===== src/hw/rtl/tswp_ram.sv =====
// Generic single-write, single-read RAM with registered read data.
module tswp_ram #(
  parameter int WIDTH = 8,
  parameter int DEPTH = 16,
  localparam int AW = $clog2(DEPTH)
) (
  input  logic             clk,
  input  logic             we,
  input  logic [AW-1:0]    waddr,
  input  logic [WIDTH-1:0] wdata,
  input  logic [AW-1:0]    raddr,
  output logic [WIDTH-1:0] rdata
);

  logic [WIDTH-1:0] mem [DEPTH];

  always_ff @(posedge clk) begin
    if (we) begin
      mem[waddr] <= wdata;
    end
    rdata <= mem[raddr];
  end

endmodule


===== config.mk =====
export PLATFORM = sky130hd
export DESIGN_NAME = tswp_ram
export DESIGN_NICKNAME = d
export VERILOG_FILES = /design/src/hw/rtl/tswp_ram.sv
export SDC_FILE = /design/constraint.sdc
export NUM_CORES = 1
export LEC_CHECK = 0
export ABC_CLOCK_PERIOD_IN_PS = 1800
export BUFFER_PORTS_ARGS = -buffer_cell sky130_fd_sc_hd__clkbuf_2
export CAP_MARGIN = 20
export CORE_ASPECT_RATIO = 0.8
export CORE_MARGIN = 2
export CORE_UTILIZATION = 60
export CTS_BUF_LIST = sky130_fd_sc_hd__clkbuf_16
export CTS_CLUSTER_SIZE = 28
export DETAILED_ROUTE_END_ITERATION = 6
export PLACE_DENSITY = 0.81
export REMOVE_ABC_BUFFERS = 1
export SYNTH_ARGS = -nofsm -noshare
export SYNTH_HDL_FRONTEND = slang
export SYNTH_SLANG_ARGS = --single-unit

===== constraint.sdc =====
create_clock -name clk -period 1.8 [get_ports clk]
set_input_delay 0.09 -clock clk [delete_from_list [all_inputs] [get_ports clk]]
set_output_delay 0.09 -clock clk [all_outputs]
set_load 0.03 [all_outputs]

==> run_results.csv <==
group,metric,value,unit
outcome,status,"completed",
finish,fin_area,6120,µm²
clock_network,cts_resized,0,
placement,place_area,5490,µm²
worst_setup_path,r2r-end,"rdata[2]",
floorplan,floorplan.rows,30,
timing,finalCriticalPeriod,1.37,ns
finish,drive_gt1_frac,0.319,
min_path,holdPathStages,1,
worst_setup_path,rr_startpoint,"mem[9][2]",
worst_setup_path,critPathArrivalTime,1.66,ns
logic_synthesis,synth_cell_types,19,
logic_synthesis,yosys_warnings,0,
placement,gp_congestion,0.763,
flow_run,max-cap-violations,0,
logic_synthesis,synth-seq-cells,136,
worst_setup_path,end_kind,"flip-flop",
global_route,overflow,0,
placement,hpwl,5860,µm
min_path,hold_path.class,"in2reg",
global_route,antenna_found_initial,0,
placement,numPortBuffers,25,
pwr,p_leak,2.10,nW
global_route,grt.total_usage,0.240,
logic_synthesis,synth_top_cells_by_area,"edfxtp_1 (75%), mux4_2 (7.9%), mux4_1 (7.1%)",
finish,multi_input_area,1060,µm²
clock_network,max-clock-path-buffers,2,
floorplan,die_y,86.8,µm
timing,min_period_over_period,0.759,
worst_setup_path,crit_type,"reg2reg",
clock_network,cts_root_buffer,"clkbuf_16",
worst_setup_path,path_cells,"mux4_1, a22oi_1, nand2_1",
worst_setup_path,rr_worst_depth,3,
timing,tns,0,ns
worst_setup_path,r2r_slack,0.43,ns
pwr,p_per_area,1230,nW/µm²
worst_setup_path,critical_path.top_delay_family,"multiplexers",
clock_network,clk_pin_slew_worst_paths,0.06,ns
timing,finClkSkew,0.00884,ns
min_path,min_to,"mem[14][7]",
pwr,vdd_ir_drop_max,0.000887,V
clock_network,cts_made_buffers,17,
floorplan,core-area,8410,µm²
floorplan,start_util,0.612,
clock_network,cts_tree,"built",
clock_network,cts_setup_buffers,0,
detailed_routing,ant_nets,0,
logic_synthesis,syn-cell-area,5150,µm²
logic_synthesis,synth_area_per_cell,22.5,µm²
finish,fillers,487,
timing,tightest_slew,0.710,ns
detailed_routing,routedWlPerCell,24.4,µm
worst_setup_path,crit_buf_inv,0,
logic_synthesis,syn-instance-count,229,
detailed_routing,drc,0,
finish,regArea,4000,µm²
min_path,min-delay-start,"wdata[7]",
worst_setup_path,cp-start-kind,"flip-flop",
detailed_routing,via_count,2534,
clock_network,clk_latency,0.41,ns
finish,syn_to_final_growth,18.9,%
logic_synthesis,synth_seq_area_share,0.778,
logic_synthesis,yosysTopAreaCellShare,0.747,
timing,finalHoldViolCount,0,
worst_setup_path,critical_path_peak_fanout,1,
worst_setup_path,max_stage_delay,0.51,ns
floorplan,fp.dieArea,9340,µm²
clock_network,h-tree-depth,4,
timing,fmax,732,MHz
worst_setup_path,crit_path_top_delay_cell,"mux4_1",
detailed_routing,viasPerCell,6.23,
global_route,grt_pass1_wl,15200,µm
timing,slew_headroom,0.525,
timing,final-setup-viol-count,0,
finish,nets,300,
timing,slew_violations,0,
global_route,grt_pass1_vias,2570,
clock_network,clock_sinks,136,
floorplan,ios,26,
detailed_routing,firstDrtPassIters,4,
clock_network,hold_buffers,0,
timing,rsz0062_at_grt,"no",
detailed_routing,totalWireLength,9930,µm
floorplan,die_w,108,µm
logic_synthesis,synth_top_cell_by_area,"edfxtp_1",
global_route,grt_max_degree,33,
detailed_routing,drt_iter0_markers,199,
worst_setup_path,crit_required,2.09,ns
finish,diodes,0,
worst max path at each step:
stage | from | end | slack [ns] | depth (start not counted)
floorplan | waddr[2] | mem[0][0] | 0.22 | 2
global placement | raddr[0] | rdata[3] | 0.26 | 5
detailed placement | raddr[0] | rdata[2] | 0.21 | 5
CTS | mem[9][2] | rdata[2] | 0.42 | 3
global route | mem[9][3] | rdata[3] | 0.38 | 3
finish | mem[9][2] | rdata[2] | 0.43 | 3
synth_stat cells:
library cell,n
buf_2,3
and2b_1,1
nor2_1,13
mux4_2,18
mux4_1,14
nand3_1,1
buf_4,1
nand2b_1,2
buf_6,3
nand2_1,9
clkdlybuf4s25_2,3
dfxtp_1,8
nand3b_1,2
nor2b_1,1
edfxtp_1,128
a22oi_1,16
or3b_2,1
nor3_1,4
and2_1,1
worst reg2reg max path, delay by kind of cell (launching register included):
| family | cells | cell delay, ns |
|---|---|---|
| AND/OR/NAND/NOR | 1 | 0.09 |
| flip-flops | 1 | 0.37 |
| AO/OA/AOI/OAI | 1 | 0.28 |
| multiplexers | 1 | 0.51 |
routing by layer:
layer | part of all wire | vias to the layer above | global-route usage
met3 | 0.046 | 9 | 0.0639
met5 | 0 | - | 0
li1 | - | 1084 | -
met4 | 0.0098 | 0 | 0.0874
met1 | 0.45 | 1357 | 0.342
met2 | 0.49 | 84 | 0.366
through the flow:
step	setup slack [ns]	hold slack, ns	cells	util	total power [mW]
after floorplan	0.217	0.189	219	-	3.81
after global placement	0.262	0.505	375	0.653	3.98
after detailed placement	0.214	0.524	375	0.653	4.00
after CTS	0.418	0.0941	407	0.728	7.62
after global routing	0.380	0.135	407	0.728	7.77
final	0.433	0.104	407	0.728	7.56
area by class of cell:
| class | count | share of cell area |
|---|---|---|
| Multi-Input combinational cell | 83 | 0.173 |
| Clock inverter | 15 | 0.0331 |
| Sequential cell | 136 | 0.654 |
| Tap cell | 112 | 0.0229 |
| Clock buffer | 17 | 0.0695 |
| Timing Repair Buffer | 44 | 0.0478 |
placed cells by master, fill, tap and decap left out:
cell type,netlist,routed
mux4_1,14,14
mux4_2,18,18
and2_1,1,1
clkinv_4,0,4
buf_4,1,17
clkbuf_16,0,17
nand3b_1,2,2
dfxtp_1,8,8
inv_6,0,1
edfxtp_1,128,128
a22oi_1,16,16
nand2_1,9,9
or3b_2,1,1
nor2_1,13,13
nor3_1,4,4
nor2b_1,1,1
nand2b_1,2,2
clkinv_2,0,1
bufinv_16,0,4
clkinv_1,0,1
nand3_1,1,1
clkinvlp_4,0,4
and2b_1,1,1
clkbuf_2,0,25
buf_12,0,2
power breakdown:
group | total, mW | switching [mW] | leakage (nW) | internal [mW]
sequential | 3.56 | 0.0237 | 1.22 | 3.54
clock | 3.63 | 1.31 | 0.293 | 2.32
combinational | 0.366 | 0.224 | 0.584 | 0.142
total | 7.56 | 1.55 | 2.10 | 6.00
flip-flops by register name, summed over array words and instances, names as in the netlist:
register,cells
mem,128
rdata,8
cells by family (layout without fill, tap and decap cells):
logic type,count (synthesis),in the layout,share of synthesized area
multiplexers,32,32,0.150
flip-flops,136,136,0.778
AND/OR/NAND/NOR,35,35,0.0318
buffers and inverters,10,76,0.0168
AO/OA/AOI/OAI,16,16,0.0233
Power figures use the tool's default switching activity.
