<file path="src/hw/rtl/tswp_pkg.sv">
// Shared constants, types and helper functions of the token sliding-window pacer.
package tswp_pkg;

  localparam int MAX_ENTRIES = 64;

  localparam int CMD_W   = 2;
  localparam int TIME_W  = 40;
  localparam int TOK_W   = 20;
  localparam int WIN_W   = 22;
  localparam int ENTRY_W = TIME_W + TOK_W;
  localparam int PTR_W   = $clog2(MAX_ENTRIES);
  localparam int CNT_W   = $clog2(MAX_ENTRIES + 1);
  localparam int SUM_W   = TOK_W + CNT_W;
  localparam int NEED_W  = SUM_W + 2;

  localparam int APB_AW = 3;
  localparam int APB_DW = 32;

  localparam logic [TOK_W-1:0] TPM_RESET = TOK_W'(1);
  localparam logic [WIN_W-1:0] WIN_RESET = WIN_W'(60000);

  localparam logic REG_TPM = 1'b0;
  localparam logic REG_WIN = 1'b1;

  typedef logic [PTR_W-1:0] ptr_t;
  typedef logic [CNT_W-1:0] cnt_t;

  typedef enum logic [CMD_W-1:0] {
    CMD_QUERY    = 2'd0,
    CMD_RECORD   = 2'd1,
    CMD_ACTIVATE = 2'd2
  } cmd_t;

  typedef enum logic [1:0] {
    RD_OLDEST      = 2'd0,
    RD_OLDEST_NEXT = 2'd1,
    RD_WALK_NEXT   = 2'd2
  } rd_sel_t;

  typedef enum logic [1:0] {
    RES_ZERO  = 2'd0,
    RES_FULL  = 2'd1,
    RES_DELAY = 2'd2
  } res_sel_t;

  typedef struct packed {
    logic     load_item;
    logic     set_pacing;
    logic     record_wr;
    logic     pop;
    logic     start_walk;
    logic     step;
    logic     res_en;
    res_sel_t res_sel;
    rd_sel_t  rd_sel;
  } dp_cmd_t;

  typedef struct packed {
    logic [CMD_W-1:0] command;
    logic             pacing;
    logic             empty;
    logic             full;
    logic             age_lt_win;
    logic             last_live;
    logic             need_le0;
    logic             tok_ge_need;
    logic             last_remain;
  } dp_stat_t;

  function automatic ptr_t ptr_inc(ptr_t p);
    return (p == PTR_W'(MAX_ENTRIES - 1)) ? '0 : p + ptr_t'(1);
  endfunction

  function automatic ptr_t ptr_add(ptr_t p, cnt_t c);
    logic [CNT_W:0] s;
    s = (CNT_W + 1)'(p) + (CNT_W + 1)'(c);
    if (s >= (CNT_W + 1)'(MAX_ENTRIES)) begin
      s = s - (CNT_W + 1)'(MAX_ENTRIES);
    end
    return s[PTR_W-1:0];
  endfunction

endpackage

</file>
<file path="src/hw/rtl/tswp_cfg.sv">
// APB register file holding the token budget and the window length.
module tswp_cfg import tswp_pkg::*; (
  input  logic              clk,
  input  logic              rst_n,
  input  logic              psel,
  input  logic              penable,
  input  logic              pwrite,
  input  logic [APB_AW-1:0] paddr,
  input  logic [APB_DW-1:0] pwdata,
  output logic [APB_DW-1:0] prdata,
  output logic              pready,
  output logic [TOK_W-1:0]  tpm,
  output logic [WIN_W-1:0]  win
);

  logic [TOK_W-1:0] tpm_r, tpm_nxt;
  logic [WIN_W-1:0] win_r, win_nxt;
  logic             reg_idx;
  logic             wr_en;

  assign pready  = 1'b1;
  assign reg_idx = paddr[APB_AW-1];
  assign wr_en   = psel && penable && pwrite && pready;

  always_comb begin
    tpm_nxt = tpm_r;
    win_nxt = win_r;
    if (wr_en) begin
      if (reg_idx == REG_TPM) begin
        tpm_nxt = pwdata[TOK_W-1:0];
      end else begin
        win_nxt = pwdata[WIN_W-1:0];
      end
    end
  end

  always_ff @(posedge clk) begin
    if (!rst_n) begin
      tpm_r <= TPM_RESET;
      win_r <= WIN_RESET;
    end else begin
      tpm_r <= tpm_nxt;
      win_r <= win_nxt;
    end
  end

  assign prdata = (reg_idx == REG_WIN) ? APB_DW'(win_r) : APB_DW'(tpm_r);
  assign tpm    = tpm_r;
  assign win    = win_r;

endmodule

</file>
<file path="config.mk">
export PLATFORM = sky130hd
export DESIGN_NAME = tswp_cfg
export DESIGN_NICKNAME = d
export VERILOG_FILES = /design/src/hw/rtl/tswp_pkg.sv /design/src/hw/rtl/tswp_cfg.sv
export SDC_FILE = /design/constraint.sdc
export NUM_CORES = 1
export LEC_CHECK = 0
export ABC_AREA = 1
export BUFFER_PORTS_ARGS = -buffer_cell sky130_fd_sc_hd__buf_2
export CAP_MARGIN = 10
export CORE_MARGIN = 4
export CORE_UTILIZATION = 40
export DETAILED_ROUTE_END_ITERATION = 10
export HOLD_SLACK_MARGIN = 0.06
export PLACE_DENSITY = 0.82
export SYNTH_ARGS = -nofsm -noshare
export SYNTH_HDL_FRONTEND = slang
export SYNTH_SLANG_ARGS = --single-unit
</file>
<file path="constraint.sdc">
create_clock -name clk -period 1.4 [get_ports clk]
set_input_delay 0.35 -clock clk [delete_from_list [all_inputs] [get_ports clk]]
set_output_delay 0.35 -clock clk [all_outputs]
set_load 0.05 [all_outputs]
</file>
==> results_dict.tcl <==
set metrics [dict create \
    clock_skew_ns 0 \
    drt-initial-drc-count 87 \
    pre_cts_slack_ns -0.0881 \
    worst_ep_arrival_time_ns 1.02 \
    slew_viol_final 0 \
    hold_end "win[11]" \
    diodes 0 \
    period_share_pct 97.6 \
    post-route-drc-count 0 \
    ys_warn_count 0 \
    min_from "pwdata[11]" \
    clk_pin_slew_worst_paths_ns 0.07 \
    grt_remaining_overflow 0 \
    layout_setup_ws_ns 0.0332 \
    ir_drop_mv 0.502 \
    grt_pass1_vias 2123 \
    post_drt_wl_per_cell_um 12.2 \
    synth.distinct_cells 14 \
    dpl_cell_area_mm2 0.00273 \
    cp-end-kind "output port" \
    place_inst 485 \
    setup_viol 0 \
    io_buffers 91 \
    dp_hpwl_um 4260 \
    clock_latency_ns 0.28 \
    nets 470 \
    power_leakage_nw 1.61 \
    grt_use_total_pct 19.6 \
    maxCapViolCount 0 \
    vias 2308 \
    powerDensity_mw_per_mm2 917 \
    r2r_start "tpm[0]" \
    grt_pass1_wl_um 9920 \
    rows 25 \
    r2r_slack_ns 0.79 \
    holdPathStages 3 \
    rsz0062_at_grt "no" \
    area.growth.synth_to_final_pct 49.1 \
    fillerInstances 451 \
    synth-seq-cells 42 \
    ys_seq_area_share_pct 41.1 \
    antenna_found_initial 0 \
    avgSynthCellArea_um2 6.22 \
    netlist_instances 329 \
    cts_buffer_depth 2 \
    drt-vias-per-instance 4.64 \
    crit_type "primary input to output port" \
    grt_use_met1_pct 23.0 \
    initial_core_util_pct 42.2 \
    hp-class "primary input to register" \
    ant_nets 0 \
    worstReg2RegEnd "tpm[0]" \
    die_h_um 79.5 \
    required_ns 1.05 \
    cts-hold-fix-buffers 0 \
    cts_buffers 5 \
    place_congestion 0.742 \
    finalHoldViolCount 0 \
    use_met3_pct 3.95 \
    die_area_mm2 0.00632 \
    start_kind "primary input" \
    drive_gt1_share_pct 34.9 \
    period_needed_ns 1.37 \
    finalNonFillerCells 497 \
    grt_util_met2_pct 36.0 \
    coreArea_mm2 0.00485 \
    status "complete, no violations" \
    grt_max_degree 43 \
    ios 115 \
    clock_sinks 42 \
    reg2reg_depth 2 \
    clockRootBuffer "clkbuf_8" \
    htreeDepth 2 \
    drtPass1Iterations 4 \
    wirelength_um 6060 \
    max_freq_mhz 732 \
    design_area_mm2 0.00305 \
    worstPathMaxFanout 8 \
    top_usage_layer "met2" \
    tritoncts "done" \
    synth_area_mm2 0.00205 \
    die_w_um 79.5 \
]
cell families after synthesis:
| group | after synthesis | synth area share [%] |
|---|---|---|
| buffers and inverters | 57 | 13.5 |
| DFF | 42 | 41.1 |
| other | 2 | 0.367 |
| and+or+nand+nor | 227 | 44.8 |
| AOI/OAI and AO/OA | 1 | 0.244 |
cell usage in the layout (no fill, tap or decap), drive strengths merged:
cell	n
clkinvlp	2
nor2	71
inv	24
buf	115
dfxtp	42
o21ai	1
nand3	43
clkbuf	8
nand2	113
conb	11
how the worst max path moves through the flow:
stage / end / slack, ns / from / depth (start not counted)
after floorplan: prdata[10] / -0.02 / paddr[2] / 5
after global placement: prdata[11] / -0.07 / paddr[2] / 6
after detailed placement: prdata[9] / -0.09 / paddr[2] / 6
after CTS: prdata[17] / -0.01 / paddr[2] / 5
after global routing: prdata[5] / 0.0006 / paddr[2] / 5
final: prdata[9] / 0.03 / paddr[2] / 6
where the power goes:
group | total (W) | leakage, nW | internal [W] | switching, W
registers | 0.00127 | 0.342 | 0.00124 | 0.0000313
clock network | 0.000718 | 0.0383 | 0.000344 | 0.000374
logic | 0.000811 | 1.23 | 0.000254 | 0.000558
layout make-up:
type	instances	area (µm²)	area share [%]
clock buffer	7	76.3	2.50
inverter	26	113	3.69
multi-input combinational	239	1060	34.8
sequential	42	842	27.6
tap	67	83.8	2.75
timing repair buffer	116	872	28.6
state kept, by name, summed over array words and instances (netlist names):
signal  cells
tpm        20
win        22
critical path: stages:
cell	delay [ns]
buf_4	0.15
inv_8	0.08
buf_6	0.13
nand2_1	0.09
nand2_4	0.07
buf_6	0.15
cells in the mapped netlist:
library cell	instances	area (µm²)
nor2_2	1	6.26
inv_1	24	90.1
dfxtp_1	42	841
buf_2	11	55.1
o21ai_0	1	5.00
buf_1	2	7.51
conb_1	2	7.51
nand3_1	43	215
clkbuf_1	5	18.8
nor2_1	69	259
buf_4	13	97.6
inv_2	2	7.51
nor2_4	1	11.3
nand2_1	113	424
timing repair:
action | CTS | global route
resized for setup | 33 | 27
pin swaps | 0 | 2
setup buffers | 0 | 4
cloned | 0 | 1
hold endpoints to repair | 0 | 0
endpoints found under the setup margin | 22 | 22
layer usage:
layer | up-vias | part of all wire [%]
li1 | 1171 | -
met2 | 83 | 52
met1 | 1048 | 40
met5 | - | 0
met4 | 0 | 0.79
met3 | 6 | 6.8
stage by stage:
stage	TNS [ns]	hold slack [ns]	utilization (%)	power [W]
3_3_place_gp	-1.15	0.460	56.4	0.00201
3_5_place_dp	-1.35	0.463	56.4	0.00202
5_1_grt	0	0.291	62.9	0.00293
2_1_floorplan	-0.0217	0.476	-	0.00185
6_report	0	0.289	62.9	0.00280
4_1_cts	-0.0178	0.286	59.9	0.00277
Note: power is estimated with default switching activity, not from simulation.
