### src/hw/rtl/tswp_pkg.sv
// Shared constants, types and helper functions of the token sliding-window pacer.
package tswp_pkg;

  localparam int MAX_ENTRIES = 64;

  localparam int CMD_W   = 2;
  localparam int TIME_W  = 40;
  localparam int TOK_W   = 20;
  localparam int WIN_W   = 22;
  localparam int ENTRY_W = TIME_W + TOK_W;
  localparam int PTR_W   = $clog2(MAX_ENTRIES);
  localparam int CNT_W   = $clog2(MAX_ENTRIES + 1);
  localparam int SUM_W   = TOK_W + CNT_W;
  localparam int NEED_W  = SUM_W + 2;

  localparam int APB_AW = 3;
  localparam int APB_DW = 32;

  localparam logic [TOK_W-1:0] TPM_RESET = TOK_W'(1);
  localparam logic [WIN_W-1:0] WIN_RESET = WIN_W'(60000);

  localparam logic REG_TPM = 1'b0;
  localparam logic REG_WIN = 1'b1;

  typedef logic [PTR_W-1:0] ptr_t;
  typedef logic [CNT_W-1:0] cnt_t;

  typedef enum logic [CMD_W-1:0] {
    CMD_QUERY    = 2'd0,
    CMD_RECORD   = 2'd1,
    CMD_ACTIVATE = 2'd2
  } cmd_t;

  typedef enum logic [1:0] {
    RD_OLDEST      = 2'd0,
    RD_OLDEST_NEXT = 2'd1,
    RD_WALK_NEXT   = 2'd2
  } rd_sel_t;

  typedef enum logic [1:0] {
    RES_ZERO  = 2'd0,
    RES_FULL  = 2'd1,
    RES_DELAY = 2'd2
  } res_sel_t;

  typedef struct packed {
    logic     load_item;
    logic     set_pacing;
    logic     record_wr;
    logic     pop;
    logic     start_walk;
    logic     step;
    logic     res_en;
    res_sel_t res_sel;
    rd_sel_t  rd_sel;
  } dp_cmd_t;

  typedef struct packed {
    logic [CMD_W-1:0] command;
    logic             pacing;
    logic             empty;
    logic             full;
    logic             age_lt_win;
    logic             last_live;
    logic             need_le0;
    logic             tok_ge_need;
    logic             last_remain;
  } dp_stat_t;

  function automatic ptr_t ptr_inc(ptr_t p);
    return (p == PTR_W'(MAX_ENTRIES - 1)) ? '0 : p + ptr_t'(1);
  endfunction

  function automatic ptr_t ptr_add(ptr_t p, cnt_t c);
    logic [CNT_W:0] s;
    s = (CNT_W + 1)'(p) + (CNT_W + 1)'(c);
    if (s >= (CNT_W + 1)'(MAX_ENTRIES)) begin
      s = s - (CNT_W + 1)'(MAX_ENTRIES);
    end
    return s[PTR_W-1:0];
  endfunction

endpackage

### src/hw/rtl/tswp_dp.sv
// Datapath with the ring pointers, running token sum, walk registers and result.
module tswp_dp import tswp_pkg::*; (
  input  logic               clk,
  input  logic               rst_n,
  input  dp_cmd_t            dp_cmd,
  output dp_stat_t           dp_stat,
  input  logic [CMD_W-1:0]   in_command,
  input  logic [TIME_W-1:0]  in_timestamp_ms,
  input  logic [TOK_W-1:0]   in_tokens,
  input  logic [TOK_W-1:0]   tpm,
  input  logic [WIN_W-1:0]   win,
  output logic               ram_we,
  output ptr_t               ram_waddr,
  output logic [ENTRY_W-1:0] ram_wdata,
  output ptr_t               ram_raddr,
  input  logic [ENTRY_W-1:0] ram_rdata,
  output logic [WIN_W-1:0]   delay_ms,
  output logic               table_full
);

  ptr_t                     oldest_r, oldest_nxt;
  cnt_t                     count_r, count_nxt;
  logic [SUM_W-1:0]         sum_r, sum_nxt;
  logic                     pacing_r, pacing_nxt;
  ptr_t                     walk_r, walk_nxt;
  cnt_t                     remain_r, remain_nxt;
  logic signed [NEED_W-1:0] need_r, need_nxt;
  logic [CMD_W-1:0]         command_r, command_nxt;
  logic [TIME_W-1:0]        now_r, now_nxt;
  logic [TOK_W-1:0]         tok_r, tok_nxt;
  logic [WIN_W-1:0]         delay_r, delay_nxt;
  logic                     full_r, full_nxt;

  logic [TIME_W-1:0]        rd_time;
  logic [TOK_W-1:0]         rd_tok;
  logic [TIME_W:0]          time_diff;
  logic [TIME_W-1:0]        age;
  logic                     age_lt_win;
  logic [WIN_W-1:0]         win_minus_age;
  logic [TOK_W-1:0]         limit;
  logic signed [NEED_W-1:0] need_calc;
  logic signed [NEED_W-1:0] tok_ext;

  assign rd_time       = ram_rdata[ENTRY_W-1:TOK_W];
  assign rd_tok        = ram_rdata[TOK_W-1:0];
  assign time_diff     = {1'b0, now_r} - {1'b0, rd_time};
  assign age           = time_diff[TIME_W] ? '0 : time_diff[TIME_W-1:0];
  assign age_lt_win    = (age[TIME_W-1:WIN_W] == '0) && (age[WIN_W-1:0] < win);
  assign win_minus_age = win - age[WIN_W-1:0];
  assign limit         = (tpm == '0) ? TOK_W'(1) : tpm;
  assign need_calc     = $signed({2'b00, sum_r}) + $signed(NEED_W'(tok_r))
                         - $signed(NEED_W'(limit));
  assign tok_ext       = $signed(NEED_W'(rd_tok));

  always_comb begin
    oldest_nxt  = oldest_r;
    count_nxt   = count_r;
    sum_nxt     = sum_r;
    pacing_nxt  = pacing_r;
    walk_nxt    = walk_r;
    remain_nxt  = remain_r;
    need_nxt    = need_r;
    command_nxt = command_r;
    now_nxt     = now_r;
    tok_nxt     = tok_r;
    delay_nxt   = delay_r;
    full_nxt    = full_r;
    if (dp_cmd.load_item) begin
      command_nxt = in_command;
      now_nxt     = in_timestamp_ms;
      tok_nxt     = in_tokens;
    end
    if (dp_cmd.set_pacing) begin
      pacing_nxt = 1'b1;
    end
    if (dp_cmd.record_wr) begin
      count_nxt = count_r + cnt_t'(1);
      sum_nxt   = sum_r + SUM_W'(tok_r);
    end
    if (dp_cmd.pop) begin
      oldest_nxt = ptr_inc(oldest_r);
      count_nxt  = count_r - cnt_t'(1);
      sum_nxt    = sum_r - SUM_W'(rd_tok);
    end
    if (dp_cmd.start_walk) begin
      walk_nxt   = oldest_r;
      remain_nxt = count_r;
      need_nxt   = need_calc;
    end
    if (dp_cmd.step) begin
      walk_nxt   = ptr_inc(walk_r);
      remain_nxt = remain_r - cnt_t'(1);
      need_nxt   = need_r - tok_ext;
    end
    if (dp_cmd.res_en) begin
      unique case (dp_cmd.res_sel)
        RES_FULL: begin
          delay_nxt = '0;
          full_nxt  = 1'b1;
        end
        RES_DELAY: begin
          delay_nxt = age_lt_win ? win_minus_age : '0;
          full_nxt  = 1'b0;
        end
        default: begin
          delay_nxt = '0;
          full_nxt  = 1'b0;
        end
      endcase
    end
  end

  always_ff @(posedge clk) begin
    if (!rst_n) begin
      oldest_r <= '0;
      count_r  <= '0;
      sum_r    <= '0;
      pacing_r <= 1'b0;
    end else begin
      oldest_r <= oldest_nxt;
      count_r  <= count_nxt;
      sum_r    <= sum_nxt;
      pacing_r <= pacing_nxt;
    end
  end

  always_ff @(posedge clk) begin
    walk_r    <= walk_nxt;
    remain_r  <= remain_nxt;
    need_r    <= need_nxt;
    command_r <= command_nxt;
    now_r     <= now_nxt;
    tok_r     <= tok_nxt;
    delay_r   <= delay_nxt;
    full_r    <= full_nxt;
  end

  always_comb begin
    unique case (dp_cmd.rd_sel)
      RD_OLDEST_NEXT: ram_raddr = ptr_inc(oldest_r);
      RD_WALK_NEXT:   ram_raddr = ptr_inc(walk_r);
      default:        ram_raddr = oldest_r;
    endcase
  end

  assign ram_we    = dp_cmd.record_wr;
  assign ram_waddr = ptr_add(oldest_r, count_r);
  assign ram_wdata = {now_r, tok_r};

  assign dp_stat.command     = command_r;
  assign dp_stat.pacing      = pacing_r;
  assign dp_stat.empty       = (count_r == '0);
  assign dp_stat.full        = (count_r == CNT_W'(MAX_ENTRIES));
  assign dp_stat.age_lt_win  = age_lt_win;
  assign dp_stat.last_live   = (count_r == cnt_t'(1));
  assign dp_stat.need_le0    = need_r[NEED_W-1] || (need_r == '0);
  assign dp_stat.tok_ge_need = (tok_ext >= need_r);
  assign dp_stat.last_remain = (remain_r == cnt_t'(1));

  assign delay_ms   = delay_r;
  assign table_full = full_r;

  a_count_bound: assert property (@(posedge clk) disable iff (!rst_n)
    count_r <= CNT_W'(MAX_ENTRIES))
    else $error("Live entry count exceeds the ring depth.");

  a_pop_nonempty: assert property (@(posedge clk) disable iff (!rst_n)
    dp_cmd.pop |-> (count_r != '0))
    else $error("An entry was pruned from an empty ring.");

  a_empty_sum: assert property (@(posedge clk) disable iff (!rst_n)
    (count_r == '0) |-> (sum_r == '0))
    else $error("Running token sum is nonzero with no live entries.");

endmodule

### config.mk
export PLATFORM = sky130hd
export DESIGN_NAME = tswp_dp
export DESIGN_NICKNAME = d
export VERILOG_FILES = /design/src/hw/rtl/tswp_pkg.sv /design/src/hw/rtl/tswp_dp.sv
export SDC_FILE = /design/constraint.sdc
export NUM_CORES = 1
export LEC_CHECK = 0
export BUFFER_PORTS_ARGS = -buffer_cell sky130_fd_sc_hd__buf_2
export CORE_ASPECT_RATIO = 0.8
export CORE_MARGIN = 1.5
export CORE_UTILIZATION = 63
export CTS_BUF_LIST = sky130_fd_sc_hd__clkbuf_4
export DETAILED_ROUTE_END_ITERATION = 10
export PLACE_DENSITY = 0.95
export SYNTH_ARGS = -nofsm -noshare
export SYNTH_HDL_FRONTEND = slang
export SYNTH_SLANG_ARGS = --single-unit
### constraint.sdc
create_clock -name clk -period 19.1 [get_ports clk]
set_input_delay 2.865 -clock clk [delete_from_list [all_inputs] [get_ports clk]]
set_output_delay 2.865 -clock clk [all_outputs]
set_load 0.1 [all_outputs]
==> results by group <==
Synth
  • Syn avg cell area: 8.403 sq um
  • Synth top area cells: edfxtp_1 (25%), ha_1 (12%), xnor2_1 (5.4%)
  • Synth unique cells: 87
  • Sequential share of the synthesized area: 0.3002
  • Post-synth top flop: edfxtp_1
  • Yosys warning total: 0
  • Gate Count Post-Synth: 1837
  • Post-synth ARST share: 0
  • Syn nets: 2193
  • Top-area cell type share of the netlist area: 0.2471
  • Largest area contributor in the netlist: edfxtp_1
  • Netlist Area Pre-Place: 0.01544 sq mm
  • Synthesized flop and latch total: 168
  • Number of synthesized flops with an enable pin: 127

Critical path
  • Setup crit end kind: primary output
  • RR Endpoint: delay_ms[11]
  • CP Buf/Inv Count: 6
  • Worst path slowest cell: a211oi_1
  • Crit-path leading delay family: compound AO/OA/AOI/OAI gates
  • WS Path Type: in2out
  • Worst EP arrival: 10.28 ns
  • Reg-to-Reg Start: now_r[0]
  • Worst Setup Start Kind: primary input
  • Worst setup path start: ram_rdata[20]
  • Slowest Stage Delay on Critical Path: 0.55 ns
  • Worst path required time: 16.23 ns
  • Worst Path Max Fanout: 23
  • Reg2reg path depth: 30
  • Worst R2R Setup Slack: 11.26 ns

Layout
  • Commonest non-fill, non-tap cells in the layout: buf_2 (282), inv_1 (204), nand2_1 (172)
  • Area taken by multi-input logic gates: 0.009726 sq mm
  • Most common library cell in the layout ignoring fill and taps: buf_2
  • Share of layout cells above drive strength 1: 0.1686
  • Area delta synth->final: 11.63%
  • Cell area after layout: 0.01723 sq mm
  • Register Area: 0.004634 sq mm
  • Nets: 2425
  • Final-layout fill cell count: 1838

Floorplanning
  • Core box area: 0.02418 sq mm
  • Die X: 178.0 microns
  • Num rows: 51
  • IO Pins: 283
  • Die area: 0.02546 sq mm
  • Initial core utilization: 0.6383
  • Chip height: 143.0 microns

Routing
  • Residual DRC: 0
  • Starting DRC count in detailed routing: 1673
  • Vias: 14750
  • Routed wire length: 44.48 mm
  • Antenna viol nets, final: 0
  • Drt wl/cell: 18.49 microns
  • Pre-Repair DR Iteration Count: 7
  • Via density per instance: 6.131

Global routing
  • First-pass GRT wire length: 68.39 mm
  • Initial antenna violation count: 7
  • GRT Total Usage: 0.3454
  • Largest net degree at the start of global routing: 78
  • Vias in the first global route: 13370
  • Total grt overflow: 0

STA
  • Fin. max-slew vios: 0
  • Final Hold Fails: 0
  • Clk_skew: 0.03573 ns
  • Post-layout min period: 13.14 ns
  • Worst slew pin tran: 1.228 ns
  • Slew Limit Headroom: 0.1794
  • Setup TNS: 0 ns
  • Setup Viol. Count Final: 0
  • Fin crit share: 0.6880
  • RSZ-0062 raised after global routing: false
  • Peak Freq: 76.10 MHz

CTS
  • CTS tree: done
  • Clock Tree Root: clkbuf_4
  • Total CTS buffers: 17
  • # clock sinks: 168
  • Hold buffers post-CTS: 0
  • Clock-pin slew on the worst setup and hold paths: 0.15 ns
  • Longest Clk Path Bufs: 2
  • Worst skew pair latency: 0.60 ns
  • Setup bufs post-CTS: 0
  • Post-cts sizing count: 0
  • Htree depth: 4

Hold path
  • Hold/Removal Path Class: reg2reg
  • Hold Crit Start: pacing_r
  • Hold path depth: 1
  • Worst hold path endpoint: pacing_r

Power
  • Internal: 0.001078 W
  • Sequential share of power: 0.261
  • Sw Ratio: 0.5033
  • PD cells: 125.9 mW/mm^2
  • P_sw: 0.001092 W
  • Leakage dissipation: 8.027 nW
  • Comb power frac: 0.646
  • VDD IR max: 0.06001 mV
  • Clock share of power: 0.092

Placed design
  • Final GP Congestion: 0.9527
  • Area after DPL: 0.01698 sq mm
  • Buffers on Ports: 282
  • Detailed placement HPWL: 35.90 mm

Outcome
  • Status: finished, final reports clean

Job
  • Max-cap violations: 0
synthesized netlist by cell type, drive strengths merged, types with 14 or more instances:
| cell | count |
|---|---|
| xor2 | 51 |
| nor2 | 146 |
| a31oi | 14 |
| and2 | 32 |
| inv | 204 |
| xnor2 | 95 |
| clkbuf | 61 |
| nor4 | 22 |
| nand4 | 20 |
| ha | 154 |
| o21a | 21 |
| nand2 | 172 |
| o21bai | 20 |
| a211oi | 24 |
| nor2b | 36 |
| edfxtp | 127 |
| dfxtp | 41 |
| nand3 | 33 |
| fa | 25 |
| and3 | 19 |
| nor3 | 35 |
| a21oi | 152 |
| o21ai | 109 |
| a21o | 53 |
metrics by stage:
step | instances | util | setup WS, ns | hold slack [ns] | power (W)
after global placement | 2368 | 0.7020 | 6.490 | 0.4408 | 0.001870
final | 2406 | 0.7125 | 5.960 | 0.4859 | 0.002170
after CTS | 2400 | 0.7119 | 6.146 | 0.4867 | 0.002136
after floorplan | 1837 | - | 7.907 | 0.4416 | 0.001629
after global routing | 2406 | 0.7125 | 5.546 | 0.5216 | 0.002313
after detailed placement | 2368 | 0.7020 | 6.182 | 0.4510 | 0.001930
state kept, by name, indices dropped and copies added (netlist names):
signal	count
now_r	40
walk_r	6
oldest_r	6
command_r	2
pacing_r	1
count_r	7
delay_ms	22
remain_r	7
table_full	1
sum_r	27
tok_r	20
need_r	29
final cells by class:
| class | count | area share |
|---|---|---|
| Clock buffer | 19 | 0.008278 |
| Multi-Input combinational cell | 1390 | 0.5644 |
| Timing Repair Buffer | 287 | 0.08408 |
| Sequential cell | 168 | 0.2690 |
| Clock inverter | 13 | 0.005664 |
| Tap cell | 318 | 0.02309 |
| Inverter | 205 | 0.04466 |
| Antenna cell | 6 | 0.0008713 |
metal layers:
| layer | global-route usage | share of wire | up-vias |
|---|---|---|---|
| li1 | - | - | 6923 |
| met1 | 0.4940 | 0.42 | 6841 |
| met2 | 0.5091 | 0.43 | 859 |
| met3 | 0.06976 | 0.12 | 125 |
| met4 | 0.1406 | 0.036 | 2 |
| met5 | 0 | 0.00029 | - |
how the worst max path moves through the flow:
stage	to	cells past startpoint
after floorplan	dp_stat[4]	30
after global placement	dp_stat[4]	31
after detailed placement	dp_stat[4]	31
after CTS	dp_stat[4]	31
after global routing	dp_stat[4]	31
final	dp_stat[4]	31
power by group through the flow:
| stage | Sequential (W) | Combinational [W] | Clock, W |
|---|---|---|---|
| floorplan | 0.000647 | 0.000983 | 0 |
| global placement | 0.000566 | 0.00130 | 0 |
| detailed placement | 0.000572 | 0.00136 | 0 |
| CTS | 0.000563 | 0.00137 | 0.000203 |
| global route | 0.000575 | 0.00152 | 0.000216 |
| finish | 0.000567 | 0.00140 | 0.000201 |
cell families (layout without fill, tap and decap cells):
logic type / Yosys count / after routing / share of synthesized area
and+or+nand+nor: 562 / 562 / 0.1745
AOI/OAI and AO/OA: 490 / 490 / 0.2065
buffers and inverters: 279 / 524 / 0.06987
adders and majority gates: 179 / 179 / 0.1573
DFF: 168 / 168 / 0.3002
xor gates and xnor gates: 146 / 146 / 0.08284
muxes: 13 / 13 / 0.008754
other: 0 / 6 / 0
Power figures use the tool's default switching activity.
