--- src/hw/rtl/tswp_pkg.sv ---
// Shared constants, types and helper functions of the token sliding-window pacer.
package tswp_pkg;

  localparam int MAX_ENTRIES = 64;

  localparam int CMD_W   = 2;
  localparam int TIME_W  = 40;
  localparam int TOK_W   = 20;
  localparam int WIN_W   = 22;
  localparam int ENTRY_W = TIME_W + TOK_W;
  localparam int PTR_W   = $clog2(MAX_ENTRIES);
  localparam int CNT_W   = $clog2(MAX_ENTRIES + 1);
  localparam int SUM_W   = TOK_W + CNT_W;
  localparam int NEED_W  = SUM_W + 2;

  localparam int APB_AW = 3;
  localparam int APB_DW = 32;

  localparam logic [TOK_W-1:0] TPM_RESET = TOK_W'(1);
  localparam logic [WIN_W-1:0] WIN_RESET = WIN_W'(60000);

  localparam logic REG_TPM = 1'b0;
  localparam logic REG_WIN = 1'b1;

  typedef logic [PTR_W-1:0] ptr_t;
  typedef logic [CNT_W-1:0] cnt_t;

  typedef enum logic [CMD_W-1:0] {
    CMD_QUERY    = 2'd0,
    CMD_RECORD   = 2'd1,
    CMD_ACTIVATE = 2'd2
  } cmd_t;

  typedef enum logic [1:0] {
    RD_OLDEST      = 2'd0,
    RD_OLDEST_NEXT = 2'd1,
    RD_WALK_NEXT   = 2'd2
  } rd_sel_t;

  typedef enum logic [1:0] {
    RES_ZERO  = 2'd0,
    RES_FULL  = 2'd1,
    RES_DELAY = 2'd2
  } res_sel_t;

  typedef struct packed {
    logic     load_item;
    logic     set_pacing;
    logic     record_wr;
    logic     pop;
    logic     start_walk;
    logic     step;
    logic     res_en;
    res_sel_t res_sel;
    rd_sel_t  rd_sel;
  } dp_cmd_t;

  typedef struct packed {
    logic [CMD_W-1:0] command;
    logic             pacing;
    logic             empty;
    logic             full;
    logic             age_lt_win;
    logic             last_live;
    logic             need_le0;
    logic             tok_ge_need;
    logic             last_remain;
  } dp_stat_t;

  function automatic ptr_t ptr_inc(ptr_t p);
    return (p == PTR_W'(MAX_ENTRIES - 1)) ? '0 : p + ptr_t'(1);
  endfunction

  function automatic ptr_t ptr_add(ptr_t p, cnt_t c);
    logic [CNT_W:0] s;
    s = (CNT_W + 1)'(p) + (CNT_W + 1)'(c);
    if (s >= (CNT_W + 1)'(MAX_ENTRIES)) begin
      s = s - (CNT_W + 1)'(MAX_ENTRIES);
    end
    return s[PTR_W-1:0];
  endfunction

endpackage

--- src/hw/rtl/tswp_ctrl.sv ---
// Controller state machine that sequences decode, pruning and the budget walk.
module tswp_ctrl import tswp_pkg::*; (
  input  logic     clk,
  input  logic     rst_n,
  input  logic     in_valid,
  output logic     in_ready,
  output logic     out_valid,
  input  logic     out_ready,
  input  dp_stat_t dp_stat,
  output dp_cmd_t  dp_cmd
);

  typedef enum logic [5:0] {
    S_IDLE   = 6'b000001,
    S_DECODE = 6'b000010,
    S_PRUNE  = 6'b000100,
    S_NEED   = 6'b001000,
    S_WALK   = 6'b010000,
    S_RESP   = 6'b100000
  } state_t;

  state_t state_r, state_nxt;

  always_comb begin
    state_nxt      = state_r;
    dp_cmd         = '0;
    dp_cmd.rd_sel  = RD_OLDEST;
    dp_cmd.res_sel = RES_ZERO;
    unique case (state_r)
      S_IDLE: begin
        if (in_valid) begin
          dp_cmd.load_item = 1'b1;
          state_nxt        = S_DECODE;
        end
      end
      S_DECODE: begin
        dp_cmd.res_en = 1'b1;
        state_nxt     = S_RESP;
        if (dp_stat.command == CMD_ACTIVATE) begin
          dp_cmd.set_pacing = 1'b1;
        end else if (dp_stat.command == CMD_RECORD) begin
          if (dp_stat.full) begin
            dp_cmd.res_sel = RES_FULL;
          end else begin
            dp_cmd.record_wr = 1'b1;
          end
        end else if (dp_stat.command == CMD_QUERY && dp_stat.pacing && !dp_stat.empty) begin
          dp_cmd.res_en = 1'b0;
          state_nxt     = S_PRUNE;
        end
      end
      S_PRUNE: begin
        dp_cmd.rd_sel = RD_OLDEST_NEXT;
        if (!dp_stat.age_lt_win) begin
          dp_cmd.pop = 1'b1;
          if (dp_stat.last_live) begin
            dp_cmd.res_en = 1'b1;
            state_nxt     = S_RESP;
          end
        end else begin
          state_nxt = S_NEED;
        end
      end
      S_NEED: begin
        dp_cmd.start_walk = 1'b1;
        state_nxt         = S_WALK;
      end
      S_WALK: begin
        dp_cmd.rd_sel = RD_WALK_NEXT;
        if (dp_stat.need_le0) begin
          dp_cmd.res_en = 1'b1;
          state_nxt     = S_RESP;
        end else if (dp_stat.tok_ge_need) begin
          dp_cmd.res_en  = 1'b1;
          dp_cmd.res_sel = RES_DELAY;
          state_nxt      = S_RESP;
        end else begin
          dp_cmd.step = 1'b1;
          if (dp_stat.last_remain) begin
            dp_cmd.res_en = 1'b1;
            state_nxt     = S_RESP;
          end
        end
      end
      S_RESP: begin
        if (out_ready) begin
          state_nxt = S_IDLE;
        end
      end
      default: begin
        state_nxt = S_IDLE;
      end
    endcase
  end

  always_ff @(posedge clk) begin
    if (!rst_n) begin
      state_r <= S_IDLE;
    end else begin
      state_r <= state_nxt;
    end
  end

  assign in_ready  = (state_r == S_IDLE);
  assign out_valid = (state_r == S_RESP);

  a_no_overlap: assert property (@(posedge clk) disable iff (!rst_n)
    !(in_ready && out_valid))
    else $error("Input and result handshakes are open at the same time.");

  a_accept_closes: assert property (@(posedge clk) disable iff (!rst_n)
    (in_valid && in_ready) |=> !in_ready)
    else $error("A second transaction was admitted while one is in progress.");

endmodule

--- config.mk ---
export PLATFORM = sky130hd
export DESIGN_NAME = tswp_ctrl
export DESIGN_NICKNAME = d
export VERILOG_FILES = /design/src/hw/rtl/tswp_pkg.sv /design/src/hw/rtl/tswp_ctrl.sv
export SDC_FILE = /design/constraint.sdc
export NUM_CORES = 1
export LEC_CHECK = 0
export BUFFER_PORTS_ARGS = -buffer_cell sky130_fd_sc_hd__buf_2
export CAP_MARGIN = 20
export CORE_ASPECT_RATIO = 1.1
export CORE_UTILIZATION = 30
export CTS_CLUSTER_SIZE = 40
export DETAILED_ROUTE_END_ITERATION = 12
export PLACE_DENSITY = 0.57
export SYNTH_ARGS = -nofsm -noshare
export SYNTH_HDL_FRONTEND = slang
export SYNTH_SLANG_ARGS = --single-unit
--- constraint.sdc ---
create_clock -name clk -period 4.28 [get_ports clk]
set_input_delay 1.07 -clock clk [delete_from_list [all_inputs] [get_ports clk]]
set_output_delay 1.07 -clock clk [all_outputs]
set_load 0.01 [all_outputs]
==> impl_metrics.py, run 1 <==
metrics = {
    "placed_design": {
        "dpl_worst_slack_ns": 1.137,
        "dpl.cell_count": 91,
        "dp_hpwl_um": 916.5,
        "port_buffers": 26,
        "gp_congestion": 0.7866,
    },
    "grt": {
        "grtUsageTotal_pct": 16.58,
        "antenna_found_initial": 0,
        "grt_overflow": 0,
        "grt_max_degree": 7,
        "grt_pass1_wl_mm": 1.814,
        "grt_pass1_vias": 438,
    },
    "pwr": {
        "total_leakage_power_nw": 0.3108,
        "peakVddDrop_mv": 0.2009,
        "cellPowerDensity_nw_per_um2": 438.8,
    },
    "finish": {
        "final_cell_mix": "buf_2, dfxtp_1, nor4_1, inv_1",
        "syn2layout_area_growth_pct": 39.83,
        "fin_cells": 94,
        "fin_util_pct": 48.05,
        "n_antenna_cell": 0,
        "drive_above_1_share_pct": 45.57,
        "reg.largest.list": "state_r (6)",
        "final_common_cell": "buf_2",
        "largest_register": "state_r",
        "largest_reg_flops": 6,
        "nets": 95,
    },
    "detailed_routing": {
        "avgRoutedWirePerCell_um": 12.01,
        "dr.pass1.iters": 4,
        "vias_per_cell": 5.351,
        "drt_iter0_drc": 12,
        "drcViolationCount": 0,
        "ant_nets": 0,
        "vias": 503,
        "finalWirelength_mm": 1.129,
    },
    "floorplan": {
        "dieArea_um2": 1590,
        "fp.dieW_um": 38.12,
        "coreArea_um2": 1252,
        "io_pins": 27,
        "die_h_um": 41.73,
        "num_rows": 13,
        "start_util_pct": 34.37,
    },
    "clock_tree": {
        "clock-sinks": 6,
        "clock_latency_ns": 0.24,
        "root_buffer": "clkbuf_4",
        "htree_levels": 1,
        "cts_tree": "done",
        "cts_resized": 0,
        "clk_path_buf_depth": 2,
        "numCtsBuffers": 3,
        "postCtsSetupBuffers": 0,
        "cts_hold_buffers": 0,
        "clk_pin_slew_ns": 0.04,
    },
    "timing": {
        "finalCritPeriodShare_pct": 73.30,
        "fmax_ghz": 0.3188,
        "skew_ns": 0.004052,
        "setup_violations": 0,
        "worst_slew_pin_slew_ns": 0.5707,
        "period_minus_slack_ns": 3.137,
        "final-max-slew-violation-count": 0,
        "slew_headroom_pct": 61.60,
        "worst_slack_ns": 1.143,
        "tns_ns": 0,
        "rsz0062_at_grt": "false",
        "hold_viol": 0,
    },
    "setup_path": {
        "r2r-end": "state_r[5]",
        "endpoint_kind": "output pin",
        "crit_start": "dp_stat[9]",
        "critPathMaxFanout": 4,
        "crit_end": "dp_cmd[4]",
        "start_kind": "input port",
        "worstPathRequired_ns": 3.21,
        "reg2reg_slack_ns": 2.44,
        "reg2reg_depth": 4,
        "r2r_start": "state_r[0]",
        "crit_arrival_ns": 2.07,
        "crit_type": "in2out",
    },
    "synth": {
        "netlist-cell-type-count": 31,
        "syn_area_per_cell_um2": 8.608,
        "synth_top_area_share_pct": 27.91,
        "synth_area_leaders": "dfxtp_1, nor4_1, nor3b_1",
        "ys_ff_latch": 6,
        "synth_seq_area_share_pct": 27.91,
        "yosys_warnings": 0,
        "synth_nets": 64,
        "yosysTopAreaCell": "dfxtp_1",
        "synthCells": 50,
        "syn_area_um2": 430.4,
    },
    "job": {
        "maxCapViolations": 0,
    },
    "status": {
        "status": "completed",
    },
    "worst_hold_path": {
        "min_path_type": "reg2reg",
    },
}
==> power breakdown <==
group | leakage [nW] | switching [W] | internal [W] | total (W)
Combinational | 0.248 | 0.0000637 | 0.0000631 | 0.000127
Sequential | 0.0490 | 0.0000174 | 0.0000691 | 0.0000865
Clock | 0.0138 | 0.0000192 | 0.0000316 | 0.0000508
==> final cells by class <==
type | count | area (µm²)
timing repair buffer | 26 | 130.1
inverter | 6 | 23.77
tap | 15 | 18.77
multi-input combinational | 38 | 286.5
fill | 132 | 650.6
sequential | 6 | 120.1
clock buffer | 3 | 22.52
==> per-layer routing <==
| metal | track usage [%] | vias up | wire [µm] |
|---|---|---|---|
| met1 | 22.80 | 225 | 533 |
| met5 | 0 | - | 0 |
| li1 | - | 257 | - |
| met2 | 21.69 | 17 | 520 |
| met4 | 12.86 | 0 | 29 |
| met3 | 3.209 | 4 | 46 |
==> stage by stage <==
stage / power [W] / hold WS, ns / cell area [µm²]
floorplan: 0.0001738 / 0.5450 / 430.4
global placement: 0.0002141 / 0.6215 / 579.3
detailed placement: 0.0002135 / 0.6213 / 579.3
CTS: 0.0002661 / 0.6270 / 601.8
global route: 0.0002864 / 0.6709 / 601.8
finish: 0.0002641 / 0.6349 / 601.8
==> cell families (layout without fill, tap and decap cells) <==
group | count (synthesis) | in the layout | synth area share [%]
DFF | 6 | 6 | 27.91
buffers and inverters | 6 | 35 | 5.520
and+or+nand+nor | 32 | 32 | 54.36
AOI/OAI and AO/OA | 6 | 6 | 12.21
==> cells in the mapped netlist <==
| master | count |
|---|---|
| and4b_1 | 1 |
| inv_2 | 1 |
| o21a_1 | 1 |
| dfxtp_1 | 6 |
| clkinv_2 | 1 |
| nand4_1 | 1 |
| and2_1 | 1 |
| nor4_1 | 4 |
| a221o_1 | 1 |
| o221ai_1 | 1 |
| o41ai_1 | 1 |
| or4_1 | 2 |
| o311a_1 | 1 |
| or2_1 | 1 |
| or4b_2 | 1 |
| or3_2 | 1 |
| nor4b_2 | 1 |
| nand2b_1 | 1 |
| or3_1 | 1 |
| a21o_1 | 1 |
| nor2b_1 | 1 |
| nor3_1 | 2 |
| or3_4 | 1 |
| or3b_1 | 1 |
| nor3b_1 | 3 |
| and3_1 | 1 |
| nand3b_1 | 2 |
| nor4b_1 | 2 |
| or4_4 | 1 |
| nor2_1 | 3 |
| inv_1 | 4 |
==> critical path, cell delays in order <==
cell     delay [ns]
buf_2          0.12
nor4b_1        0.36
nor2_1         0.12
a221o_1        0.26
buf_2          0.14
==> worst min-delay path by stage <==
stage | endpoint | cells past startpoint | startpoint
floorplan | state_r[1] | 2 | state_r[0]
global placement | state_r[1] | 2 | state_r[0]
detailed placement | state_r[1] | 2 | state_r[0]
CTS | state_r[1] | 2 | state_r[0]
global route | state_r[1] | 2 | state_r[0]
finish | state_r[1] | 2 | state_r[0]
Power figures use the tool's default switching activity.
==> run 2: changes to the inputs <==
--- a/config.mk
+++ b/config.mk
@@ -11,7 +11,7 @@
 export CORE_UTILIZATION = 30
 export CTS_CLUSTER_SIZE = 40
 export DETAILED_ROUTE_END_ITERATION = 12
-export PLACE_DENSITY = 0.57
+export PLACE_DENSITY = 0.59
 export SYNTH_ARGS = -nofsm -noshare
 export SYNTH_HDL_FRONTEND = slang
 export SYNTH_SLANG_ARGS = --single-unit
==> constraint.sdc (replaced) <==
create_clock -name clk -period 2.6 [get_ports clk]
set_input_delay 0.65 -clock clk [delete_from_list [all_inputs] [get_ports clk]]
set_output_delay 0.65 -clock clk [all_outputs]
set_load 0.01 [all_outputs]
==> run 2 against run 1 <==
  * Worst setup slack worse by 1.0 ns
  * Register-to-register slack worse by 1.6 ns
  * Non-clock buffer count unchanged
  * Power increased by 68%
  * Hold slack worse by 0.022 ns
  * Sequential share of layout area decreased by 0.29 points
  * Clock skew is 0.0015 ns lower
  * Sequential cell count unchanged
  * Combinational power increased by 69%
  * Largest power group unchanged
==> impl_metrics.py, run 2 (synthesis results as in run 1) <==
metrics = {
    "status": {
        "status": "completed",
    },
    "pwr": {
        "pwr-share-seq_pct": 32.2,
        "pwr-share-clk_pct": 19.5,
        "total_leakage_power_nw": 0.3127,
        "comb_power_share_pct": 48.2,
        "peakVddDrop_mv": 0.3577,
        "p_total_w": 0.0004436,
        "intPower_w": 0.0002766,
        "cellPowerDensity_nw_per_um2": 726.4,
        "swShare_pct": 37.63,
        "p_sw_w": 0.0001669,
    },
    "setup_path": {
        "worstPathRequired_ns": 1.95,
        "crit_type": "reg2out",
        "crit_end": "dp_cmd[3]",
        "critPathMaxFanout": 6,
        "slowest_delay_ns": 0.55,
        "crit_family": "simple AND/OR/NAND/NOR gates",
        "reg2reg_slack_ns": 0.83,
        "r2r_start": "state_r[1]",
        "endpoint_kind": "output pin",
        "cp.buffers_inverters": 1,
        "r2r-end": "state_r[5]",
        "worstPathCellList": "or4_4 > or3_4 > nor3b_1 > buf_2",
        "start_kind": "register",
        "cp.depth": 4,
        "crit_arrival_ns": 1.85,
        "crit_start": "state_r[1]",
        "cp_slowest_cell": "or4_4",
        "reg2reg_depth": 4,
    },
    "clock_tree": {
        "clock-sinks": 6,
        "clk_pin_slew_ns": 0.05,
        "clock_latency_ns": 0.25,
        "htree_levels": 1,
        "cts_hold_buffers": 0,
        "cts_tree": "done",
        "root_buffer": "clkbuf_4",
        "numCtsBuffers": 3,
        "clk_path_buf_depth": 2,
    },
    "floorplan": {
        "coreArea_um2": 1252,
        "start_util_pct": 34.37,
        "die_h_um": 41.73,
        "io_pins": 27,
        "num_rows": 13,
        "fp.dieW_um": 38.12,
        "dieArea_um2": 1590,
    },
    "timing": {
        "fmax_ghz": 0.3997,
        "hold_viol": 0,
        "setup_violations": 0,
        "finalCritPeriodShare_pct": 96.22,
        "skew_ns": 0.002591,
        "worst_slew_pin_slew_ns": 0.4773,
        "slew_headroom_pct": 67.88,
        "rsz0062_at_grt": "false",
        "final-max-slew-violation-count": 0,
        "period_minus_slack_ns": 2.502,
        "tns_ns": 0,
    },
    "detailed_routing": {
        "vias_per_cell": 5.340,
        "drt_iter0_drc": 7,
        "dr.pass1.iters": 4,
        "vias": 502,
        "ant_nets": 0,
        "drcViolationCount": 0,
        "avgRoutedWirePerCell_um": 11.69,
        "finalWirelength_mm": 1.099,
    },
    "grt": {
        "grt_overflow": 0,
        "antenna_found_initial": 0,
        "grt_max_degree": 7,
        "grtUsageTotal_pct": 16.79,
        "grt_pass1_wl_mm": 1.911,
        "grt_pass1_vias": 457,
    },
    "finish": {
        "largest_reg_flops": 6,
        "multiInputGateArea_um2": 295.3,
        "final_common_cell": "buf_2",
        "n_antenna_cell": 0,
        "largest_register": "state_r",
        "reg.largest.list": "state_r (6)",
        "register_area_um2": 120.1,
        "syn2layout_area_growth_pct": 41.86,
        "final_cell_mix": "buf_2, dfxtp_1, nor4_1, inv_1",
        "drive_above_1_share_pct": 49.37,
        "nets": 95,
        "fillers": 125,
    },
    "worst_hold_path": {
        "min_path_type": "reg2reg",
        "whs_path_depth": 2,
    },
    "placed_design": {
        "dp_hpwl_um": 913.3,
        "gp_congestion": 0.7714,
        "port_buffers": 26,
    },
    "job": {
        "maxCapViolations": 0,
    },
}
[run 2: cell types whose count changed in the layout (fill, tap and decap cells not counted)]
cell / delta
nor2_2: +1
or2_4: +1
or4_1: -1
or2_1: -1
or4_4: +1
nor2_1: -1
[run 2: how the worst min path moves through the flow]
stage | start | end | slack (ns)
after detailed placement | state_r[0] | state_r[1] | 0.61
after global routing | rst_n | state_r[0] | 0.63
after floorplan | state_r[0] | state_r[1] | 0.55
final | state_r[0] | state_r[1] | 0.61
after global placement | state_r[0] | state_r[1] | 0.61
after CTS | state_r[0] | state_r[1] | 0.61
[run 2: final cells by class]
class | instances | share of cell area [%]
clock buffers | 3 | 3.689
repair buffers | 26 | 21.31
inverters | 6 | 3.893
multi-input cells | 38 | 48.36
flip-flops and latches | 6 | 19.67
well taps | 15 | 3.074
[run 2: repair_timing]
action / 4_1_cts / 5_1_grt
hold endpoints to repair: 0 / 0
endpoints found under the setup margin: 0 / 1
gates resized for setup: 0 / 3
setup buffers: 0 / 0
[run 2: power by group through the flow]
stage                     Sequential, W  Combinational [W]  Clock [W]
after CTS                      0.000141           0.000207  0.0000898
after detailed placement       0.000144           0.000207          0
after global placement         0.000145           0.000207          0
after floorplan                0.000136           0.000150          0
after global routing           0.000149           0.000238  0.0000944
final                          0.000143           0.000214  0.0000867
[run 2: metal layers]
layer,vias up,global-route usage [%],part of all wire [%]
met5,-,0,0
met4,0,10.71,2.9
met3,4,3.209,4.4
met2,17,21.36,44
met1,222,24.76,49
li1,259,-,-
[run 2: worst register-to-register path: stages, from the launching register on]
cell     delay [ns]
dfxtp_1        0.35
or4_4          0.55
nor4_1         0.44
o41ai_1        0.17
o311a_1        0.14
[run 2: per-stage QoR]
| stage | cell area [µm²] | hold slack, ns | utilization, % | setup WS, ns | instances |
|---|---|---|---|---|---|
| after detailed placement | 579.3 | 0.6081 | 46.25 | 0.2384 | 91 |
| final | 610.6 | 0.6131 | 48.75 | 0.09819 | 94 |
| after global routing | 610.6 | 0.6280 | 48.75 | 0.009133 | 94 |
| after floorplan | 430.4 | 0.5450 | - | 0.3495 | 50 |
| after global placement | 579.3 | 0.6149 | 46.25 | 0.2888 | 91 |
| after CTS | 601.8 | 0.6130 | 48.05 | 0.04180 | 94 |
==> run 3: changes to the inputs <==
--- a/config.mk
+++ b/config.mk
@@ -9,6 +9,7 @@
 export CAP_MARGIN = 20
 export CORE_ASPECT_RATIO = 1.1
 export CORE_UTILIZATION = 30
+export CTS_BUF_LIST = sky130_fd_sc_hd__clkbuf_16
 export CTS_CLUSTER_SIZE = 40
 export DETAILED_ROUTE_END_ITERATION = 12
 export PLACE_DENSITY = 0.59
==> run 3 against run 2 <==
  * Non-clock buffer count unchanged
  * Worst setup slack improved by 0.022 ns
  * Die area unchanged
  * Critical path depth increased by 1
  * Critical path type unchanged
  * Fmax increased by 0.89%
  * Final cell count unchanged
  * Global-route usage unchanged
  * Power increased by 34%
  * Clock skew decreased by 0.0020 ns
  * Clock power increased to 2.8 times the previous value
  * Highest routed layer unchanged
  * First-iteration DRC count unchanged
==> impl_metrics.py, run 3 (synthesis results as in run 1) <==
metrics = {
    "detailed_routing": {
        "finalWirelength_mm": 1.083,
        "m1WireLength_um": 518,
        "vias": 497,
        "highest_layer": "met4",
        "vias_per_cell": 5.287,
        "wl_met2_um": 497,
        "drt_iter0_drc": 7,
        "wl_met3_um": 44,
        "dr.pass1.iters": 2,
        "avgRoutedWirePerCell_um": 11.52,
        "drcViolationCount": 0,
        "ant_nets": 0,
    },
    "pwr": {
        "comb_power_share_pct": 34.7,
        "pwr-share-clk_pct": 41.4,
        "total_leakage_power_nw": 0.3337,
        "intPower_w": 0.0004149,
        "swShare_pct": 30.18,
        "p_sw_w": 0.0001793,
        "pwr-share-seq_pct": 23.9,
        "cellPowerDensity_nw_per_um2": 904.5,
        "peakVddDrop_mv": 0.5305,
    },
    "grt": {
        "antenna_found_initial": 0,
        "grtUsageTotal_pct": 16.79,
        "grt_overflow": 0,
        "grt_max_degree": 7,
        "grt_pass1_wl_mm": 1.904,
        "grt_pass1_vias": 459,
    },
    "finish": {
        "nets": 95,
        "final_cell_mix": "buf_2, dfxtp_1, nor4_1, inv_1",
        "largest_register": "state_r",
        "reg.largest.list": "state_r (6)",
        "syn2layout_area_growth_pct": 52.62,
        "multiInputGateArea_um2": 289.0,
        "n_antenna_cell": 0,
        "fillers": 121,
        "drive_above_1_share_pct": 46.84,
        "fin_util_pct": 52.45,
        "fin_area_um2": 656.9,
        "register_area_um2": 120.1,
        "final_common_cell": "buf_2",
        "largest_reg_flops": 6,
    },
    "timing": {
        "hold_ws_ns": 0.6049,
        "slew_headroom_pct": 67.65,
        "hold_viol": 0,
        "period_minus_slack_ns": 2.480,
        "fmax_ghz": 0.4033,
        "skew_ns": 0.0005953,
        "tns_ns": 0,
        "finalCritPeriodShare_pct": 95.37,
        "final-max-slew-violation-count": 0,
        "worst_slack_ns": 0.1204,
        "worst_slew_pin_slew_ns": 0.4807,
        "setup_violations": 0,
        "rsz0062_at_grt": "false",
    },
    "placed_design": {
        "port_buffers": 26,
        "dp_hpwl_um": 913.3,
        "place_area_um2": 579.3,
        "dpl_worst_slack_ns": 0.2384,
        "gp_congestion": 0.7714,
    },
    "clock_tree": {
        "numCtsBuffers": 3,
        "cts_tree": "done",
        "clk_path_buf_depth": 2,
        "clock-sinks": 6,
        "cts_hold_buffers": 0,
        "clock_latency_ns": 0.23,
        "clk_pin_slew_ns": 0.03,
        "postCtsSetupBuffers": 0,
        "htree_levels": 1,
        "cts_resized": 0,
        "root_buffer": "clkbuf_16",
    },
    "floorplan": {
        "die_h_um": 41.73,
        "dieArea_um2": 1590,
        "io_pins": 27,
        "fp.dieW_um": 38.12,
        "start_util_pct": 34.37,
        "num_rows": 13,
        "coreArea_um2": 1252,
    },
    "setup_path": {
        "crit_start": "state_r[1]",
        "crit_arrival_ns": 1.83,
        "critPathMaxFanout": 6,
        "r2r_start": "state_r[1]",
        "worstPathRequired_ns": 1.95,
        "reg2reg_depth": 4,
        "start_kind": "register",
        "endpoint_kind": "output pin",
        "r2r-end": "state_r[5]",
        "crit_end": "dp_cmd[4]",
        "reg2reg_slack_ns": 0.84,
        "crit_type": "reg2out",
    },
    "worst_hold_path": {
        "min_path_type": "reg2reg",
    },
    "status": {
        "status": "completed",
    },
    "job": {
        "maxCapViolations": 0,
    },
}
[run 3: cell count changes in the layout (fill, tap and decap cells not counted)]
cell and change:
clkbuf_16 +3, clkbuf_4 -3, or4_1 +1, or2_1 +1, or4_4 -1, or2_4 -1
[run 3: power by group through the flow]
stage | clock [W] | combinational, W | sequential (W)
2_1_floorplan | 0 | 0.000150 | 0.000136
3_3_place_gp | 0 | 0.000207 | 0.000145
4_1_cts | 0.000252 | 0.000207 | 0.000142
5_1_grt | 0.000258 | 0.000230 | 0.000148
3_5_place_dp | 0 | 0.000207 | 0.000144
6_report | 0.000246 | 0.000206 | 0.000142
[run 3: critical path, stage by stage (launching register included)]
cell and delay (ns):
dfxtp_1 0.35, or4_1 0.56, or2_1 0.29, nor2_2 0.13
a221o_1 0.16, buf_2 0.12
[run 3: worst min-delay path by stage]
stage / from / endpoint / slack (ns) / cells after the start
final: state_r[0] / state_r[1] / 0.60 / 2
after global placement: state_r[0] / state_r[1] / 0.61 / 2
after global routing: rst_n / state_r[0] / 0.65 / 2
after detailed placement: state_r[0] / state_r[1] / 0.61 / 2
after floorplan: state_r[0] / state_r[1] / 0.55 / 2
after CTS: state_r[0] / state_r[1] / 0.61 / 2
[run 3: through the flow]
step                      instances  total power (W)
after global placement           91        0.0003516
after detailed placement         91        0.0003503
final                            94        0.0005941
after global routing             94        0.0006355
after floorplan                  50        0.0002861
after CTS                        94        0.0006010
[run 3: per-layer routing]
metal,up-vias,track usage (%)
met5,-,0
met4,0,8.571
met3,3,4.813
met2,13,21.36
met1,221,24.76
li1,260,-
[run 3: area by class of cell]
| class | instances | area share, % |
|---|---|---|
| sequential | 6 | 18.29 |
| timing repair buffer | 26 | 19.81 |
| inverter | 6 | 3.619 |
| clock buffer | 3 | 11.43 |
| multi-input combinational | 38 | 44.00 |
| tap | 15 | 2.857 |
